[src/rtl/core/ipss_pkg.sv]
// Shared constants, payload types and register codes of the instruction pair signature scanner.
package ipss_pkg;

  // Width of the running word index; it wraps at 2**INDEX_BITS.
  localparam int INDEX_BITS = 30;
  // Words per page. Page starts are found from the low index bits, so this is a power of two.
  localparam int PAGE_WORDS = 1024;
  localparam int PAGE_BITS  = $clog2(PAGE_WORDS);

  localparam int WORD_BITS      = 32;
  localparam int OUT_BITS       = 30;
  localparam int CFG_INDEX_BITS = 3;

  typedef logic [INDEX_BITS-1:0] index_t;
  typedef logic [WORD_BITS-1:0]  word_t;
  typedef logic [OUT_BITS-1:0]   out_index_t;

  // Configuration register indexes.
  localparam logic [CFG_INDEX_BITS-1:0] REG_LOW_HALF_PATTERN    = 3'd0;
  localparam logic [CFG_INDEX_BITS-1:0] REG_HIGH_HALF_PATTERN   = 3'd1;
  localparam logic [CFG_INDEX_BITS-1:0] REG_PAIR_MASK           = 3'd2;
  localparam logic [CFG_INDEX_BITS-1:0] REG_REGISTER_FIELD_MASK = 3'd3;
  localparam logic [CFG_INDEX_BITS-1:0] REG_PROLOGUE_MASK       = 3'd4;
  localparam logic [CFG_INDEX_BITS-1:0] REG_PROLOGUE_PATTERN    = 3'd5;
  localparam logic [CFG_INDEX_BITS-1:0] REG_HEADER_MAGIC        = 3'd6;

  // Register values after reset.
  localparam word_t RST_LOW_HALF_PATTERN    = 32'hE30D_0600;
  localparam word_t RST_HIGH_HALF_PATTERN   = 32'hE340_0083;
  localparam word_t RST_PAIR_MASK           = 32'hFFFF_0FFF;
  localparam word_t RST_REGISTER_FIELD_MASK = 32'h0000_F000;
  localparam word_t RST_PROLOGUE_MASK       = 32'hFFFF_0000;
  localparam word_t RST_PROLOGUE_PATTERN    = 32'hE92D_0000;
  localparam word_t RST_HEADER_MAGIC        = 32'h464C_457F;

  typedef struct packed {
    word_t low_half_pattern;
    word_t high_half_pattern;
    word_t pair_mask;
    word_t register_field_mask;
    word_t prologue_mask;
    word_t prologue_pattern;
    word_t header_magic;
  } ipss_cfg_t;

  typedef struct packed {
    word_t data_word;
    logic  first_word;
  } ipss_in_t;

  typedef struct packed {
    out_index_t candidate_index;
    logic       prologue_found;
    out_index_t pair_end_index;
    out_index_t image_base_index;
    logic       image_found;
  } ipss_out_t;

endpackage

[src/rtl/core/ipss_cfg_regs.sv]
// Configuration register file of the instruction pair signature scanner.
module ipss_cfg_regs (
  input  logic                                clk,
  input  logic                                rst,
  input  logic                                cfg_we,
  input  logic [ipss_pkg::CFG_INDEX_BITS-1:0] cfg_index,
  input  ipss_pkg::word_t                     cfg_data,
  output ipss_pkg::ipss_cfg_t                 cfg
);

  ipss_pkg::ipss_cfg_t regs;

  always_ff @(posedge clk) begin
    if (rst) begin
      regs.low_half_pattern    <= ipss_pkg::RST_LOW_HALF_PATTERN;
      regs.high_half_pattern   <= ipss_pkg::RST_HIGH_HALF_PATTERN;
      regs.pair_mask           <= ipss_pkg::RST_PAIR_MASK;
      regs.register_field_mask <= ipss_pkg::RST_REGISTER_FIELD_MASK;
      regs.prologue_mask       <= ipss_pkg::RST_PROLOGUE_MASK;
      regs.prologue_pattern    <= ipss_pkg::RST_PROLOGUE_PATTERN;
      regs.header_magic        <= ipss_pkg::RST_HEADER_MAGIC;
    end else if (cfg_we) begin
      unique case (cfg_index)
        ipss_pkg::REG_LOW_HALF_PATTERN:    regs.low_half_pattern    <= cfg_data;
        ipss_pkg::REG_HIGH_HALF_PATTERN:   regs.high_half_pattern   <= cfg_data;
        ipss_pkg::REG_PAIR_MASK:           regs.pair_mask           <= cfg_data;
        ipss_pkg::REG_REGISTER_FIELD_MASK: regs.register_field_mask <= cfg_data;
        ipss_pkg::REG_PROLOGUE_MASK:       regs.prologue_mask       <= cfg_data;
        ipss_pkg::REG_PROLOGUE_PATTERN:    regs.prologue_pattern    <= cfg_data;
        ipss_pkg::REG_HEADER_MAGIC:        regs.header_magic        <= cfg_data;
        default: begin
          // Writes to unused indexes are dropped.
        end
      endcase
    end
  end

  assign cfg = regs;

endmodule

[src/rtl/core/instruction_pair_signature_scanner_core.sv]
// Top level of the instruction pair signature scanner: scan state, result buffer, assertions.
//
//   channel   direction  handshake                     payload
//   item      in         item_valid / item_stall       ipss_in_t  (data_word, first_word)
//   result    out        result_valid / result_stall   ipss_out_t (indices and found flags)
//   cfg       in         cfg_we                        cfg_index, cfg_data
//
// Each request is evaluated in the cycle it is accepted: one word per clock while item_stall
// is low, set by the single compare-and-update path from the item port into the scan state
// registers. A completed pair is written to a two-entry result buffer (output register plus
// skid). item_stall is high only while the skid entry is occupied, so a waiting result does
// not hold up the next request. Reset is synchronous; there is no clearing pass.
module instruction_pair_signature_scanner_core (
  input  logic                                clk,
  input  logic                                rst,
  input  logic                                item_valid,
  output logic                                item_stall,
  input  ipss_pkg::ipss_in_t                  item,
  output logic                                result_valid,
  input  logic                                result_stall,
  output ipss_pkg::ipss_out_t                 result,
  input  logic                                cfg_we,
  input  logic [ipss_pkg::CFG_INDEX_BITS-1:0] cfg_index,
  input  ipss_pkg::word_t                     cfg_data
);

  localparam int IndexBits = ipss_pkg::INDEX_BITS;
  localparam int PageBits  = ipss_pkg::PAGE_BITS;
  localparam int OutBits   = ipss_pkg::OUT_BITS;

  // Pair phase codes. The unused code behaves as waiting.
  localparam logic [1:0] PHASE_WAIT = 2'd0;
  localparam logic [1:0] PHASE_LOW  = 2'd1;
  localparam logic [1:0] PHASE_HIGH = 2'd2;

  ipss_pkg::ipss_cfg_t cfg;

  ipss_cfg_regs u_cfg_regs (
    .clk       (clk),
    .rst       (rst),
    .cfg_we    (cfg_we),
    .cfg_index (cfg_index),
    .cfg_data  (cfg_data),
    .cfg       (cfg)
  );

  // Scan state. The snapshot registers hold the header tracker as it stood when the
  // most recent prologue word was captured, so a result reports the image base that
  // belongs to its prologue rather than a later header.
  logic [1:0]       phase;
  ipss_pkg::word_t  held_field;
  ipss_pkg::index_t word_index;
  ipss_pkg::index_t prologue_index;
  logic             prologue_valid;
  ipss_pkg::index_t header_index;
  logic             header_valid;
  ipss_pkg::index_t snap_header_index;
  logic             snap_header_valid;

  logic [1:0]       phase_next;
  ipss_pkg::word_t  held_field_next;
  ipss_pkg::index_t prologue_index_next;
  logic             prologue_valid_next;
  ipss_pkg::index_t header_index_next;
  logic             header_valid_next;
  ipss_pkg::index_t snap_header_index_next;
  logic             snap_header_valid_next;

  // Result buffer.
  logic                result_full;
  ipss_pkg::ipss_out_t result_data;
  logic                skid_valid;
  ipss_pkg::ipss_out_t skid_data;

  logic                item_accept;
  logic                result_take;
  logic                done;
  ipss_pkg::ipss_out_t res;

  // Per-word evaluation signals.
  logic [1:0]       cur_phase;
  ipss_pkg::word_t  cur_held;
  ipss_pkg::index_t idx;
  ipss_pkg::index_t cur_prologue_index;
  logic             cur_prologue_valid;
  ipss_pkg::index_t cur_header_index;
  logic             cur_header_valid;
  ipss_pkg::index_t cur_snap_index;
  logic             cur_snap_valid;
  ipss_pkg::word_t  masked;
  ipss_pkg::word_t  field;
  logic             is_low;
  logic             is_high;
  logic             header_hit;
  logic             prologue_hit;
  logic             img;
  ipss_pkg::index_t base;

  assign item_stall   = skid_valid;
  assign item_accept  = item_valid && !item_stall;
  assign result_valid = result_full;
  assign result       = result_data;
  assign result_take  = result_full && !result_stall;

  always_comb begin
    // A first word restarts the dump before the word itself is looked at.
    if (item.first_word) begin
      cur_phase          = PHASE_WAIT;
      cur_held           = '0;
      idx                = '0;
      cur_prologue_index = '0;
      cur_prologue_valid = 1'b0;
      cur_header_index   = '0;
      cur_header_valid   = 1'b0;
      cur_snap_index     = '0;
      cur_snap_valid     = 1'b0;
    end else begin
      cur_phase          = phase;
      cur_held           = held_field;
      idx                = word_index;
      cur_prologue_index = prologue_index;
      cur_prologue_valid = prologue_valid;
      cur_header_index   = header_index;
      cur_header_valid   = header_valid;
      cur_snap_index     = snap_header_index;
      cur_snap_valid     = snap_header_valid;
    end

    // Index zero counts as a page start too.
    header_hit   = (idx[PageBits-1:0] == '0) && (item.data_word == cfg.header_magic);
    prologue_hit = (item.data_word & cfg.prologue_mask) == cfg.prologue_pattern;

    header_index_next = header_hit ? idx : cur_header_index;
    header_valid_next = header_hit || cur_header_valid;

    // The snapshot sees a header found on this same word.
    prologue_index_next    = prologue_hit ? idx : cur_prologue_index;
    prologue_valid_next    = prologue_hit || cur_prologue_valid;
    snap_header_index_next = prologue_hit ? header_index_next : cur_snap_index;
    snap_header_valid_next = prologue_hit ? header_valid_next : cur_snap_valid;

    masked  = item.data_word & cfg.pair_mask;
    field   = item.data_word & cfg.register_field_mask;
    is_low  = masked == cfg.low_half_pattern;
    is_high = masked == cfg.high_half_pattern;

    // Once one half is held, only the opposite half with the same register field
    // completes the pair; anything else leaves the held half in place.
    done            = 1'b0;
    phase_next      = cur_phase;
    held_field_next = cur_held;
    unique case (cur_phase)
      PHASE_LOW: begin
        done = is_high && (field == cur_held);
      end
      PHASE_HIGH: begin
        done = is_low && (field == cur_held);
      end
      default: begin
        // A word that matches both halves is taken as the low half.
        if (is_low) begin
          phase_next      = PHASE_LOW;
          held_field_next = field;
        end else if (is_high) begin
          phase_next      = PHASE_HIGH;
          held_field_next = field;
        end else begin
          phase_next = PHASE_WAIT;
        end
      end
    endcase

    img  = prologue_valid_next ? snap_header_valid_next : header_valid_next;
    base = prologue_valid_next ? snap_header_index_next : header_index_next;

    res.candidate_index  = OutBits'(prologue_valid_next ? prologue_index_next : idx);
    res.prologue_found   = prologue_valid_next;
    res.pair_end_index   = OutBits'(idx);
    res.image_base_index = img ? OutBits'(base) : '0;
    res.image_found      = img;

    // A completed pair restarts the scan with the next word; the header tracker stays.
    if (done) begin
      phase_next             = PHASE_WAIT;
      held_field_next        = '0;
      prologue_index_next    = '0;
      prologue_valid_next    = 1'b0;
      snap_header_index_next = '0;
      snap_header_valid_next = 1'b0;
    end
  end

  always_ff @(posedge clk) begin
    if (rst) begin
      phase             <= PHASE_WAIT;
      held_field        <= '0;
      word_index        <= '0;
      prologue_index    <= '0;
      prologue_valid    <= 1'b0;
      header_index      <= '0;
      header_valid      <= 1'b0;
      snap_header_index <= '0;
      snap_header_valid <= 1'b0;
    end else if (item_accept) begin
      phase             <= phase_next;
      held_field        <= held_field_next;
      word_index        <= idx + IndexBits'(1);
      prologue_index    <= prologue_index_next;
      prologue_valid    <= prologue_valid_next;
      header_index      <= header_index_next;
      header_valid      <= header_valid_next;
      snap_header_index <= snap_header_index_next;
      snap_header_valid <= snap_header_valid_next;
    end
  end

  // Result buffer: the skid entry only fills when a new result arrives while the
  // output register is held, and it drains into the output register first.
  always_ff @(posedge clk) begin
    if (rst) begin
      result_full <= 1'b0;
      skid_valid  <= 1'b0;
    end else if (skid_valid) begin
      if (result_take) begin
        result_data <= skid_data;
        skid_valid  <= 1'b0;
      end
    end else if (item_accept && done) begin
      if (result_full && !result_take) begin
        skid_data  <= res;
        skid_valid <= 1'b1;
      end else begin
        result_data <= res;
        result_full <= 1'b1;
      end
    end else if (result_take) begin
      result_full <= 1'b0;
    end
  end

  // The skid entry is never occupied without a result waiting in front of it.
  a_skid_behind_output: assert property (@(posedge clk) disable iff (rst)
    skid_valid |-> result_full)
    else $error("skid entry holds a result while the output register is empty");

  // The first word of a dump leaves the index pointing at the second word.
  a_first_word_index: assert property (@(posedge clk) disable iff (rst)
    (item_accept && item.first_word) |=> (word_index == IndexBits'(1)))
    else $error("word index did not restart on the first word of a dump");

  // A completed pair restarts the scan.
  a_pair_restarts_scan: assert property (@(posedge clk) disable iff (rst)
    (item_accept && done) |=> (phase == PHASE_WAIT && !prologue_valid))
    else $error("scan state not cleared after a completed pair");

  // A result is produced only in a phase that holds one half.
  a_done_needs_half: assert property (@(posedge clk) disable iff (rst)
    done |-> (cur_phase == PHASE_LOW || cur_phase == PHASE_HIGH))
    else $error("pair completed without a held half");

endmodule

[config.mk]
export PLATFORM = sky130hd
export DESIGN_NAME = instruction_pair_signature_scanner_core
export DESIGN_NICKNAME = d
export VERILOG_FILES = /design/src/rtl/core/ipss_pkg.sv /design/src/rtl/core/ipss_cfg_regs.sv /design/src/rtl/core/instruction_pair_signature_scanner_core.sv
export SDC_FILE = /design/constraint.sdc
export NUM_CORES = 1
export LEC_CHECK = 0
export CAP_MARGIN = 40
export CORE_ASPECT_RATIO = 1.25
export CORE_MARGIN = 8
export CORE_UTILIZATION = 69
export DETAILED_ROUTE_END_ITERATION = 8
export DONT_BUFFER_PORTS = 1
export PLACE_DENSITY_LB_ADDON = 0.15
export SYNTH_ARGS = -nofsm -noshare
export SYNTH_HDL_FRONTEND = slang
export SYNTH_SLANG_ARGS = --single-unit
[constraint.sdc]
create_clock -name clk -period 35.9 [get_ports clk]
set_input_delay 7.18 -clock clk [delete_from_list [all_inputs] [get_ports clk]]
set_output_delay 7.18 -clock clk [all_outputs]
set_load 0.02 [all_outputs]
; ---- Word-level counts from Yosys, hierarchy flattened
; Cells that the tools add are included.
; Widths: inputs -> output; s select.
[totals]
regBits = 567
inputBits = 73
out_inout_bits = 94
[op_classes]
n_addsub = 1
eq_ne = 16
muxes = 41
n_bitwise = 5
n_reduce_logical = 27
[op_table]
columns = operator, count
row1 = $mux 92, 4
row2 = $mux 30, 12
row3 = $eq 32x32->1, 5
row4 = $mux 32, 5
row5 = $and 32x32->32, 3
row6 = $add 30x1->30 const B, 1
row7 = $mux 1, 14
row8 = $reduce_and 2->1, 7
row9 = $logic_not 10->1, 1
row10 = $mux 2, 5
row11 = $eq 3x3->1 const B, 3
row12 = $reduce_and 4->1, 2
row13 = $logic_and 1x1->1, 7
row14 = $eq 3x2->1 const B, 2
row15 = $ne 2x2->1 const B, 2
row16 = $reduce_bool 2->1, 2
row17 = $eq 3x1->1 const B, 1
row18 = $logic_not 1->1, 3
row19 = $logic_not 3->1, 1
row20 = $reduce_and 3->1, 1
row21 = $eq 2x1->1 const B, 1
row22 = $eq 2x2->1 const B, 1
row23 = $logic_or 1x1->1, 2
row24 = $ne 2x1->1 const B, 1
row25 = other kinds (3), 4

; ---- Depth between registers and ports, before layout
[logic_depth]
word_depth = 10
mapped_depth = 17

; ---- Modules after synthesis
; From an unflattened synthesis, not the netlist that was laid out.
[hier_totals]
cells_unflattened = 2493
area_unflattened_um2 = 25126.6
[modules_own_cells]
columns = module, n_inst, cells_per_inst, area_per_inst_um2, seq_area_each_um2
row1 = instruction_pair_signature_scanner_core, 1, 1686, 16518.3, 8708.4
row2 = ipss_cfg_regs, 1, 807, 8608.3, 4484.3

; ---- Least setup slack after synthesis
; No wires, ideal clock.
[synth_path]
kind = input-to-reg
startpoint = in item[0] (netlist name)
endpoint = reg result_data, in the netlist result[0] (enable)
setup_time_ps = 689
arrival_time_ps = 16176
required_ps = 35211
path_slack_ps = 19035
stages = 12
path_buffers = 2
path_cell_list = buf_2 > clkinv_1 > clkbuf_1 > nand2_1 > inv_1 > ha_1 > nor4_1 > nand4_1 > nor4_4 > and2_1 > nand2_1 > a221oi_1
[synth_between]
elab_chain_cells = 7
[synth_rtl]
columns = item, line_no
row1 = "start, declared", instruction_pair_signature_scanner_core.sv:18  ; input ipss_pkg::ipss_in_t item,
row2 = $mux 32, instruction_pair_signature_scanner_core.sv:107  ; if (item.first_word) begin
row3 = $eq 32x32->1, "instruction_pair_signature_scanner_core.sv:154, instruction_pair_signature_scanner_core.sv:157"
row4 = $logic_and 1x1->1 (on tied branches), "instruction_pair_signature_scanner_core.sv:157, instruction_pair_signature_scanner_core.sv:154"
row5 = $pmux 1 s2 *, instruction_pair_signature_scanner_core.sv:152  ; unique case (cur_phase)
row6 = $logic_and 1x1->1 *, instruction_pair_signature_scanner_core.sv:228  ; end else if (item_accept && done) begin
row7 = $reduce_bool 2->1 (no line) *, n/a
row8 = $reduce_and 4->1 (no line) *, n/a
row9 = "end signal, assigned", instruction_pair_signature_scanner_core.sv:225  ; result_data <= skid_data;
row10 = "end signal, assigned", instruction_pair_signature_scanner_core.sv:233  ; result_data <= res;
row11 = "end, declared", instruction_pair_signature_scanner_core.sv:71  ; ipss_pkg::ipss_out_t result_data;
; Every way passes the cells marked *; elsewhere a longest branch is shown, timed or not.
; A chain may end at the register's enable or synchronous reset.

; ---- Worst setup path after layout
[layout_path]
startpoint = in item[0] (netlist name)
endpoint = reg skid_data[34] (netlist name) (enable)
[layout_between]
elab_chain_cells = 6
[layout_rtl]
columns = item, line_no
row1 = $mux 32, instruction_pair_signature_scanner_core.sv:107
row2 = $eq 32x32->1, "instruction_pair_signature_scanner_core.sv:154, instruction_pair_signature_scanner_core.sv:157"
row3 = $logic_and 1x1->1 (on tied branches), "instruction_pair_signature_scanner_core.sv:157, instruction_pair_signature_scanner_core.sv:154"
row4 = $pmux 1 s2 *, instruction_pair_signature_scanner_core.sv:152
row5 = $logic_and 1x1->1 *, instruction_pair_signature_scanner_core.sv:228
row6 = $reduce_and 4->1 (no line) *, n/a
row7 = "end signal, assigned", instruction_pair_signature_scanner_core.sv:230  ; skid_data <= res;
row8 = "end, declared", instruction_pair_signature_scanner_core.sv:73  ; ipss_pkg::ipss_out_t skid_data;
; Marks and branches as above.

==> impl_metrics.tcl <==
set metrics [dict create \
    status "complete, no violations" \
    synth-seq-cells 567 \
    antenna_found_initial 0 \
    r2r-start "u_cfg_regs.cfg[154]$_SDFFE_PP1P_" \
    holdBufCountCts 0 \
    yosysTopAreaCell "dfxtp_1" \
    place.gp.congestion 0.990 \
    crit_arrival_ns 11.60 \
    multi_input_area_sq_um 11000 \
    synth_cell_type_count 68 \
    grt_overflow 0 \
    slew_violations 0 \
    fin_nets 2718 \
    finClkSkew_ns 0.0166 \
    insertion_delay_ns 0.59 \
    maxSlewHeadroom_pct 35.7 \
    drtAntennaViolNets 0 \
    start_util_pct 69.5 \
    placed_cell_area_sq_um 25200 \
    top_layer_used "met4" \
    rrSetupSlack_ns 31.19 \
    cts_root_buf "clkbuf_16" \
    finalSetupViolations 0 \
    design_area_sq_um 26900 \
    hpwl_um 49000 \
    track_usage_pct 33.5 \
    netlist_instances 2745 \
    place_inst 3067 \
    final.period_utilization_pct 31.7 \
    fp.dieH_um 229 \
    ys_warn_count 0 \
    rr_endpoint "skid_data[34]$_DFFE_PP_" \
    ctsLongestPathBuffers 3 \
    fp-row-count 78 \
    drive_gt1_share_pct 7.72 \
    fin_setup_tns_ns 0 \
    yosys-top-cells-area "dfxtp_1, edfxtp_1, nand2_1" \
    syn_nets 2821 \
    yosys_most_used_dff "dfxtp_1" \
    p_leak_uw 0.00961 \
    crit_fanout 93 \
    tightest_slew_ns 0.965 \
    async_flop_share_pct 0 \
    wl_um 73000 \
    route.detailed.drc 0 \
    route.met2.wl_um 35800 \
    finish.cell_count_without_fillers 3163 \
    post-route-util_pct 74.7 \
    hold_start "snap_header_index[28]$_SDFFE_PP0P_" \
    drt-met1-wl_um 25300 \
    rsz0062_at_grt "false" \
    vdd_drop_max_mv 0.0467 \
    io_pins 167 \
    vias 20600 \
    cts_buffers 51 \
    reg2regPathDepth 10 \
    hold-path-endpoint "snap_header_index[28]$_SDFFE_PP0P_" \
    crit_required_ns 36.11 \
    synth_top_area_share_pct 30.7 \
    dr.first_iter.drc_count 1907 \
    drt-pass1-iter-count 7 \
    wl_per_cell_um 23.1 \
    period_minus_slack_ns 11.39 \
    grt_max_degree 290 \
    hold_viol 0 \
    crit_path_end_kind "flip-flop" \
    tritoncts "yes" \
    grt_pass1_wl_um 112000 \
    wl_met3_um 6100 \
    power_density_nw_per_um2 46.4 \
    netlist_area_sq_um 25000 \
    htreeDepth 2 \
    viasPerCell 6.52 \
    nFillCells 2550 \
    min_path_type "flip-flop to flip-flop" \
    cts.sinks 567 \
    max_cap_viol_count 0 \
    path_clk_slew_ns 0.06 \
    min_delay_path_depth 2 \
    synth_area_per_cell_sq_um 9.11 \
    layout.area.seq_sq_um 13200 \
    start_kind "input port" \
    ys_seq_area_share_pct 52.7 \
    synth_edf_count 184 \
    die_w_um 186 \
    first_global_vias 20000 \
    cts_resized 0 \
    fmax_mhz 87.8 \
    dieArea_sq_um 42600 \
    cts_setup_buffers 0 \
    areaGrowthSynthToFinish_pct 7.51 \
    numPortBuffers 0 \
    core_region_area_sq_um 36000 \
    path_class "input port to flip-flop" \
]
cell usage in the layout (no fill, tap or decap), types with 6 or more instances in the layout:
cell type  count
buf_4         25
clkbuf_8      10
and2_1        11
nand2_1      707
a21o_1         9
clkinv_2      10
clkbuf_1      14
nand3b_1      93
nor2_1       107
nand4_1       30
o31ai_1       24
nand2b_1      19
buf_16         7
o22a_1         8
inv_1         14
and3_1        92
a22oi_1       29
and3b_1        9
o21ai_2        6
o22ai_1       40
o21ai_0       61
nand3_1       52
o2bb2ai_1     33
a21oi_1      288
dfxtp_1      382
xnor2_1       40
o221a_2        6
o21a_1        23
a211oi_1       7
mux2_2        57
nor4_1        18
clkbuf_16     52
a22o_1        38
xor2_1        14
nor3_1        10
a21boi_0      42
edfxtp_1     184
nor2b_1       37
layout make-up:
type	instances	area share, %
diodes	1	0.00931
inverters	15	0.209
repair buffers	36	1.60
clock buffers	76	5.55
well taps	480	2.23
clock inverters	17	0.461
flip-flops and latches	567	49.1
multi-input cells	1971	40.9
worst max path at each step:
stage / startpoint / endpoint / slack (ns)
after floorplan: item[0] / result[0]$_DFFE_PP_ / 19.04
after global placement: item[0] / skid_data[58]$_DFFE_PP_ / 24.21
after detailed placement: item[0] / skid_data[58]$_DFFE_PP_ / 23.96
after CTS: item[0] / skid_data[59]$_DFFE_PP_ / 24.57
after global routing: item[0] / skid_data[67]$_DFFE_PP_ / 24.23
final: item[0] / skid_data[34]$_DFFE_PP_ / 24.51
stage by stage:
step           hold slack [ns]  power (uW)  setup slack (ns)
6_report                 0.452        1250             24.51
5_1_grt                  0.472        1280             24.23
4_1_cts                  0.454        1250             24.57
3_5_place_dp             0.437         729             23.96
3_3_place_gp             0.429         726             24.21
2_1_floorplan            0.420         724             19.04
flip-flops by register name, indices dropped and copies added, names as in the netlist, 2 cells and up:
name / count
u_cfg_regs.cfg: 224
result: 92
skid_data: 92
held_field: 32
header_index: 30
prologue_index: 30
snap_header_index: 30
word_index: 30
phase: 2
routing by layer:
metal / up-vias / GRT usage, %
met5: - / 0
met4: 0 / 23.5
met3: 294 / 7.27
met2: 1033 / 57.0
met1: 9861 / 36.2
li1: 9438 / -
logic make-up (layout without fill, tap and decap cells):
logic type | count (synthesis) | count (layout) | share of synthesized area, %
simple gates | 1216 | 1216 | 22.7
compound gates | 639 | 639 | 16.2
flops | 567 | 567 | 52.7
buf+inv | 207 | 144 | 3.63
mux | 59 | 59 | 2.70
xor+xnor | 54 | 54 | 1.89
fa+ha+maj | 3 | 3 | 0.150
other cells | 0 | 1 | 0
cell usage after synthesis, types with 13 or more instances:
cell,number
edfxtp_1,184
dfxtp_1,383
o21a_1,23
o2bb2ai_1,33
nor3_1,13
a22o_1,38
o31ai_1,24
a22oi_1,29
nand3b_1,93
nor2b_1,37
nor4_1,18
buf_2,41
xor2_1,14
nand2b_1,19
xnor2_1,40
a21boi_0,42
and3_1,92
nand3_1,54
a21oi_1,288
nand4_1,30
inv_1,14
clkbuf_1,133
nand2_1,707
mux2_2,57
o22ai_1,40
o21ai_0,62
nor2_1,111
where the power goes:
group	internal, uW	total, uW	switching, uW	leakage [uW]
clock network	294	531	236	0.000799
registers	664	670	5.80	0.00462
logic	18.6	46.5	27.9	0.00419
worst max-delay path, cell delays in order:
cell and delay [ns]:
clkinv_1 0.48, nand2_1 0.26, inv_1 0.06, ha_1 0.36, nor4_1 0.37, nand4_1 0.20, nor4_4 0.29, and2_1 0.25
nand2_1 0.20, nor3_2 0.65, buf_4 0.48, buf_4 0.69
(Power assumes the default switching activity.)
